===== src/rtl/assert_macros.svh =====
// Assertion macros shared by the crop resize RTL.
// Depends on nothing; included by the files that carry concurrent assertions.
`ifndef ASSERT_MACROS_SVH
`define ASSERT_MACROS_SVH

// Checked at every rising edge, suspended while the synchronous reset is low.
`define CRTP_ASSERT_RST(lbl, clk, rst_n, prop, msg) \
  lbl: assert property (@(posedge clk) disable iff (!rst_n) prop) else $error(msg);

// Checked at every rising edge, reset included.
`define CRTP_ASSERT(lbl, clk, prop, msg) \
  lbl: assert property (@(posedge clk) prop) else $error(msg);

`endif


===== src/rtl/crtp_pkg.sv =====
// Package for the crop resize block: field widths, codes, state and
// controller/datapath command types. Depends on nothing.
package crtp_pkg;

  localparam int DIM_W       = 10;               // configured dimensions
  localparam int COORD_W     = 9;                // target coordinates
  localparam int CHAN_W      = 8;                // loaded color byte
  localparam int LEVEL_W     = 16;               // Q0.16 channel level
  localparam int PIX_W       = 3 * CHAN_W;       // packed R,G,B entry
  localparam int PLANE_W     = 18;               // plane index field
  localparam int STAT_W      = 2;
  localparam int CFG_IDX_W   = 2;
  localparam int NUM_W       = COORD_W + 1 + DIM_W;  // (2t+1)*src
  localparam int DEN_W       = DIM_W + 1;            // 2*tgt
  localparam int DIV_CNT_W   = $clog2(NUM_W + 1);
  localparam int PROD_W      = 2 * DIM_W;
  localparam int IDX_W       = COORD_W + DIM_W + 1;

  localparam int MAX_DIMENSION_DEF   = 512;
  localparam int MAX_CROP_PIXELS_DEF = 65536;

  localparam logic ACT_LOAD  = 1'b0;
  localparam logic ACT_FETCH = 1'b1;

  localparam logic [CFG_IDX_W-1:0] REG_CROP_W   = 2'd0;
  localparam logic [CFG_IDX_W-1:0] REG_CROP_H   = 2'd1;
  localparam logic [CFG_IDX_W-1:0] REG_TARGET_W = 2'd2;
  localparam logic [CFG_IDX_W-1:0] REG_TARGET_H = 2'd3;

  typedef enum logic [STAT_W-1:0] {
    FS_OK      = 2'd0,
    FS_NO_CROP = 2'd1,
    FS_RANGE   = 2'd2
  } crtp_fstat_t;

  typedef enum logic [2:0] {
    S_IDLE,
    S_PROD,
    S_EVAL,
    S_DIV,
    S_ADDR,
    S_READ,
    S_DONE
  } crtp_state_t;

  typedef struct packed {
    logic load;       // write the accepted pixel into the crop store
    logic capture;    // latch the accepted fetch coordinates
    logic prod_en;    // register crop area, dimension check and numerators
    logic eval_en;    // register fetch status and plane index
    logic div_start;  // launch both nearest-pixel divisions
    logic take_quot;  // register the clamped source coordinates
    logic addr_en;    // register the crop store address
    logic read_en;    // read the crop store
    logic out_load;   // load the result register
  } crtp_cmd_t;

  typedef struct packed {
    logic eval_ok;    // fetch passes both checks
    logic div_done;   // both divisions finished
    logic out_free;   // result register can take a new result
  } crtp_sts_t;

endpackage


===== src/rtl/crtp_ctrl.sv =====
// Controller of the crop resize block: sequences loads and fetches and
// drives the datapath commands. Depends on crtp_pkg.
module crtp_ctrl (
  input  logic                clk,
  input  logic                rst_n,
  input  logic                in_valid,
  input  logic                in_action,
  output logic                in_ready,
  input  crtp_pkg::crtp_sts_t sts,
  output crtp_pkg::crtp_cmd_t cmd
);
  import crtp_pkg::*;

  crtp_state_t state_r, state_nxt;

  always_ff @(posedge clk) begin
    if (!rst_n) begin
      state_r <= S_IDLE;
    end else begin
      state_r <= state_nxt;
    end
  end

  always_comb begin
    state_nxt = state_r;
    cmd       = '0;
    in_ready  = 1'b0;
    case (state_r)
      S_IDLE: begin
        in_ready = 1'b1;
        if (in_valid) begin
          if (in_action == ACT_FETCH) begin
            cmd.capture = 1'b1;
            state_nxt   = S_PROD;
          end else begin
            cmd.load = 1'b1;
          end
        end
      end
      S_PROD: begin
        cmd.prod_en = 1'b1;
        state_nxt   = S_EVAL;
      end
      S_EVAL: begin
        cmd.eval_en = 1'b1;
        if (sts.eval_ok) begin
          cmd.div_start = 1'b1;
          state_nxt     = S_DIV;
        end else begin
          state_nxt = S_DONE;
        end
      end
      S_DIV: begin
        if (sts.div_done) begin
          cmd.take_quot = 1'b1;
          state_nxt     = S_ADDR;
        end
      end
      S_ADDR: begin
        cmd.addr_en = 1'b1;
        state_nxt   = S_READ;
      end
      S_READ: begin
        cmd.read_en = 1'b1;
        state_nxt   = S_DONE;
      end
      S_DONE: begin
        if (sts.out_free) begin
          cmd.out_load = 1'b1;
          state_nxt    = S_IDLE;
        end
      end
      default: begin
        state_nxt = S_IDLE;
      end
    endcase
  end

endmodule


===== config.mk =====
export PLATFORM = sky130hd
export DESIGN_NAME = crtp_ctrl
export DESIGN_NICKNAME = d
export VERILOG_FILES = /design/src/rtl/assert_macros.svh /design/src/rtl/crtp_pkg.sv /design/src/rtl/crtp_ctrl.sv
export SDC_FILE = /design/constraint.sdc
export NUM_CORES = 1
export LEC_CHECK = 0
export BUFFER_PORTS_ARGS = -buffer_cell sky130_fd_sc_hd__buf_2
export CAP_MARGIN = 20
export CORE_AREA = 2 2 39 41
export DETAILED_ROUTE_END_ITERATION = 7
export DIE_AREA = 0 0 41 43
export GPL_TIMING_DRIVEN = 0
export PLACE_DENSITY = 0.45
export SLEW_MARGIN = 20
export SYNTH_ARGS = -nofsm -noshare
export SYNTH_HDL_FRONTEND = slang
export SYNTH_SLANG_ARGS = --single-unit

===== constraint.sdc =====
create_clock -name clk -period 1.7 [get_ports clk]
set_input_delay 0.17 -clock clk [delete_from_list [all_inputs] [get_ports clk]]
set_output_delay 0.17 -clock clk [all_outputs]
set_load 0.02 [all_outputs]

==> impl_metrics.py, run 1 <==
metrics = {
    "synth": {
        "ys.warnings.count": 0,
        "netlist_instances": 34,
        "yosysTopAreaCell": "dfxtp_1",
        "synthTopCellsByArea": "dfxtp_1 (22%), nor3b_1 (8.3%), buf_4 (5.5%)",
        "syn_nets": 41,
        "synthDistinctLibCells": 22,
        "syn_avg_cell_area_um2": 7.99,
        "mappedNetlistArea_um2": 272,
        "synth_top_cell_area_share": 0.221,
        "synth_seq_cells": 3,
        "synth_seq_area_share": 0.221,
    },
    "route": {
        "drc_errors": 0,
        "ant_nets": 0,
        "vias": 308,
        "wire_per_inst_um": 9.33,
        "via_per_inst": 4.40,
        "drt_iter0_markers": 4,
        "wl_um": 653,
        "drtPass1Iterations": 4,
    },
    "sta": {
        "fin_skew_ns": 0.000385,
        "rsz0062_at_grt": "no",
        "finalCriticalPeriod_ns": 1.46,
        "fin_ws_ns": 0.237,
        "tns_ns": 0,
        "fin_crit_sh": 0.861,
        "clock.fmax_mhz": 684,
        "hold_viol_final": 0,
        "finalMaxSlewViolations": 0,
        "tightest_slew_ns": 0.251,
        "setup_viol": 0,
        "slew_headroom": 0.830,
        "whs_ns": 0.185,
    },
    "cts": {
        "cts_resized": 0,
        "clk_pin_slew_worst_paths_ns": 0.03,
        "clkSinkCount": 3,
        "htreeDepth": 1,
        "cts_hold_buf": 0,
        "clk_path_buf_depth": 2,
        "cts_tree": "done",
        "clockRootBuffer": "clkbuf_4",
        "cts-buffers-inserted": 3,
        "insertion_delay_ns": 0.23,
        "post_cts_buffers": 0,
    },
    "critical_path": {
        "required_ns": 1.53,
        "reg2reg_depth": 4,
        "critPathMaxFanout": 10,
        "path_class": "flip-flop to output pin",
        "cp.arrival_ns": 1.29,
        "cp-start-kind": "flip-flop",
        "end_kind": "output pin",
    },
    "final_layout": {
        "area_growth_pct": 46.5,
        "largest_reg_flops": 3,
        "fin_cells": 70,
        "drive_gt1_frac": 0.481,
        "reg_top3": "state_r (3)",
        "final_nets": 62,
        "top_register": "state_r",
        "fillCellCount": 163,
        "antenna-diode-count": 0,
    },
    "pwr": {
        "p_per_area_nw_per_um2": 1290,
        "internal_power_w": 0.000296,
        "p_clk_frac": 0.235,
        "p_leak_nw": 0.201,
        "ir_drop_mv": 0.322,
        "pwr-share-seq": 0.209,
        "power_w": 0.000514,
        "switchingPower_w": 0.000218,
        "p_sw_frac": 0.423,
        "p_comb_frac": 0.556,
    },
    "global_routing": {
        "antenna_found_initial": 0,
        "grt_start_max_net_pins": 11,
        "grt_pass1_vias": 272,
        "overflow": 0,
        "grt_pass1_wl_um": 1060,
        "grt_use_total": 0.0894,
    },
    "run": {
        "drv_cap": 0,
    },
    "place": {
        "pre_cts_ws_ns": 0.484,
        "gpl.final_weighted_congestion": 0.654,
        "io_buffer_count": 16,
        "place_inst": 66,
        "dp_hpwl_um": 511,
    },
    "floorplan": {
        "die-height_um": 43,
        "ios": 17,
        "rows": 14,
        "die_w_um": 41,
        "die-area_um2": 1760,
        "coreArea_um2": 1380,
        "start_util": 0.196,
    },
    "outcome": {
        "status": "complete, no violations",
    },
    "worst_hold_path": {
        "holdCritPathClass": "input pin to flip-flop",
        "whs_path_depth": 3,
    },
}
==> area by class of cell <==
| class | count | area [um^2] | area share |
|---|---|---|---|
| timing repair buffer | 16 | 80.1 | 0.201 |
| buffer | 3 | 20.0 | 0.0503 |
| tap | 16 | 20.0 | 0.0503 |
| sequential | 3 | 60.1 | 0.151 |
| clock buffer | 4 | 26.3 | 0.0660 |
| multi-input combinational | 27 | 188 | 0.472 |
| inverter | 1 | 3.75 | 0.00943 |
==> worst max-delay path, cell delays in order, from the launching register on <==
cell and delay (ns):
dfxtp_1 0.35, buf_4 0.19, nor3b_1 0.23, and2_1 0.15, buf_2 0.15
==> cell usage in the layout, fill, tap and decap left out, drive strengths merged <==
cell,instances
nand2b,1
a31oi,1
o41a,1
nor3,2
a211oi,1
and3,1
buf,19
nor2b,2
nor3b,3
nor4b,1
dfxtp,3
and2,2
nand2,4
nor2,2
and4bb,1
clkbuf,4
a21oi,2
and4b,1
o211ai,1
inv,1
o221a,1
==> layer usage <==
metal	up-vias	track usage	part of all wire
met1	131	0.103	0.42
met3	0	0.0314	0.096
met5	-	0	0
li1	165	-	-
met4	0	0.0600	0
met2	12	0.131	0.48
==> logic make-up after synthesis <==
| kind of cell | share of synthesized area |
|---|---|
| flip-flops | 0.221 |
| AO/OA/AOI/OAI | 0.217 |
| AND/OR/NAND/NOR | 0.475 |
| buffers and inverters | 0.0875 |
==> per-stage QoR <==
stage / cell area [um^2] / util
6_report: 398 / 0.288
5_1_grt: 398 / 0.288
4_1_cts: 398 / 0.288
3_5_place_dp: 372 / 0.269
3_3_place_gp: 372 / 0.269
2_1_floorplan: 272 / -
==> worst paths after layout <==
path	startpoint	to	slack (ns)
setup / recovery	state_r[1]	cmd[4]	0.24
hold / removal	rst_n	state_r[1]	0.19
hold reg to reg	state_r[1]	state_r[2]	0.67
setup reg to reg	state_r[2]	state_r[0]	0.56
==> synthesized netlist by cell type (all sizes together) <==
cell type and n:
nand2 4, buf 3, dfxtp 3, nor3b 3
a21oi 2, and2 2, nor2 2, nor2b 2
nor3 2, a211oi 1, a31oi 1, and3 1
and4b 1, and4bb 1, inv 1, nand2b 1
nor4b 1, o211ai 1, o221a 1, o41a 1
==> power by group through the flow <==
stage	combinational [W]	clock, W	sequential (W)
floorplan	0.000215	0	0.000104
global placement	0.000288	0	0.000109
detailed placement	0.000287	0	0.000108
CTS	0.000288	0.000131	0.000107
global route	0.000323	0.000137	0.000110
finish	0.000286	0.000121	0.000107
(Power assumes the default switching activity.)
==> inputs of run 2 (changes only) <==
--- a/config.mk
+++ b/config.mk
@@ -12,6 +12,7 @@
 export DIE_AREA = 0 0 41 43
 export GPL_TIMING_DRIVEN = 0
 export PLACE_DENSITY = 0.45
+export REMOVE_ABC_BUFFERS = 1
 export SLEW_MARGIN = 20
 export SYNTH_ARGS = -nofsm -noshare
 export SYNTH_HDL_FRONTEND = slang
==> run 2 against run 1 <==
Final cell count fell by 4.3%; worst hold slack better by 0.0031 ns; core utilization decreased by 1.4 points; first-iteration DRC count down 25%; sequential power up 44%; power is 3.7% lower; die area unchanged; via count is 0.32% lower; critical path depth is 1 lower; sequential share of layout area up 0.80 points; global-route usage fell by 1.5 points.
==> impl_metrics.py, run 2 (synthesized netlist as in run 1, its figures left out) <==
metrics = {
    "sta": {
        "setup_viol": 0,
        "finalMaxSlewViolations": 0,
        "clock.fmax_mhz": 648,
        "slew_headroom": 0.711,
        "fin_crit_sh": 0.907,
        "tns_ns": 0,
        "rsz0062_at_grt": "no",
        "finalCriticalPeriod_ns": 1.54,
        "fin_skew_ns": 0.00264,
        "whs_ns": 0.189,
        "tightest_slew_ns": 0.433,
        "hold_viol_final": 0,
    },
    "cts": {
        "clk_path_buf_depth": 2,
        "cts_resized": 0,
        "cts_tree": "done",
        "clkSinkCount": 3,
        "cts_hold_buf": 0,
        "clk_pin_slew_worst_paths_ns": 0.03,
        "post_cts_buffers": 0,
        "insertion_delay_ns": 0.23,
        "htreeDepth": 1,
        "clockRootBuffer": "clkbuf_4",
        "cts-buffers-inserted": 3,
    },
    "pwr": {
        "pwr-share-seq": 0.311,
        "p_clk_frac": 0.251,
        "internal_power_w": 0.000278,
        "p_per_area_nw_per_um2": 1310,
        "p_leak_nw": 0.185,
        "p_sw_frac": 0.439,
        "p_comb_frac": 0.438,
        "ir_drop_mv": 0.319,
        "switchingPower_w": 0.000217,
    },
    "global_routing": {
        "grtUsageMet3": 0.0157,
        "grt_pass1_vias": 205,
        "gr-usage-met1": 0.0997,
        "grt_most_used_layer": "met1",
        "grt_start_max_net_pins": 15,
        "grt_pass1_wl_um": 848,
        "antenna_found_initial": 0,
        "grt_util_met2": 0.0875,
        "grt_use_total": 0.0743,
        "overflow": 0,
    },
    "worst_hold_path": {
        "holdCritPathClass": "input pin to flip-flop",
    },
    "final_layout": {
        "final_nets": 59,
        "reg_top3": "state_r (3)",
        "final-seq-area_um2": 60.1,
        "final_common_cell": "buf_2",
        "fillCellCount": 156,
        "top_register": "state_r",
        "antenna-diode-count": 0,
        "largest_reg_flops": 3,
        "layout_common_cells": "buf_2 (16), nand2_1 (4), nor3b_1 (3), clkbuf_4 (3), dfxtp_1 (3)",
        "area_growth_pct": 39.2,
        "drive_gt1_frac": 0.451,
        "multiInputGateArea_um2": 188,
    },
    "floorplan": {
        "die_w_um": 41,
        "die-area_um2": 1760,
        "coreArea_um2": 1380,
        "ios": 17,
        "start_util": 0.196,
        "die-height_um": 43,
        "rows": 14,
    },
    "route": {
        "wire_per_inst_um": 10.1,
        "drt_iter0_markers": 3,
        "wl_um": 677,
        "vias": 307,
        "via_per_inst": 4.58,
        "drtPass1Iterations": 4,
        "ant_nets": 0,
        "drc_errors": 0,
    },
    "place": {
        "dp_hpwl_um": 474,
        "gpl.final_weighted_congestion": 0.707,
        "io_buffer_count": 16,
    },
    "critical_path": {
        "cp-start-kind": "flip-flop",
        "end_kind": "output pin",
        "path_class": "flip-flop to output pin",
        "critPathMaxFanout": 13,
        "required_ns": 1.53,
        "cp.arrival_ns": 1.37,
    },
    "run": {
        "drv_cap": 0,
    },
    "outcome": {
        "status": "complete, no violations",
    },
}
-- run 2: cell type report --
type / count / share of cell area
multi-input cells: 27 / 0.497
clock buffers: 4 / 0.0695
repair buffers: 16 / 0.212
inverters: 1 / 0.00993
flip-flops and latches: 3 / 0.159
well taps: 16 / 0.0530
-- run 2: power groups by stage --
stage	sequential [W]	combinational, W	clock [W]
floorplan	0.000138	0.000158	0
global placement	0.000156	0.000217	0
detailed placement	0.000156	0.000218	0
CTS	0.000155	0.000219	0.000127
global route	0.000162	0.000239	0.000135
finish	0.000154	0.000217	0.000124
-- run 2: layer usage --
metal | vias to the layer above | wire, um
li1 | 159 | -
met1 | 132 | 294
met2 | 16 | 319
met3 | 0 | 63
met4 | 0 | 0
met5 | - | 0
-- run 2: worst paths after layout --
path / startpoint / to / slack (ns) / cells after the start
hold reg to reg: state_r[1] / state_r[1] / 0.69 / 2
hold / removal: rst_n / state_r[1] / 0.19 / 3
setup reg to reg: state_r[2] / state_r[2] / 0.32 / 2
setup / recovery: state_r[1] / cmd[4] / 0.16 / 3
-- run 2: worst max-delay path: stages, from the launching register on --
cell and delay [ns]:
dfxtp_1 0.56, nor3b_1 0.27, and2_1 0.16, buf_2 0.15
-- run 2: metrics by stage --
step,power [W],cell area (um^2),setup WS (ns),instances,util
final,0.000495,378,0.158,67,0.273
after detailed placement,0.000374,352,0.332,63,0.254
after floorplan,0.000297,251,0.0992,31,-
after global routing,0.000536,378,0.0125,67,0.273
after CTS,0.000501,378,0.117,67,0.273
after global placement,0.000373,352,0.330,63,0.254
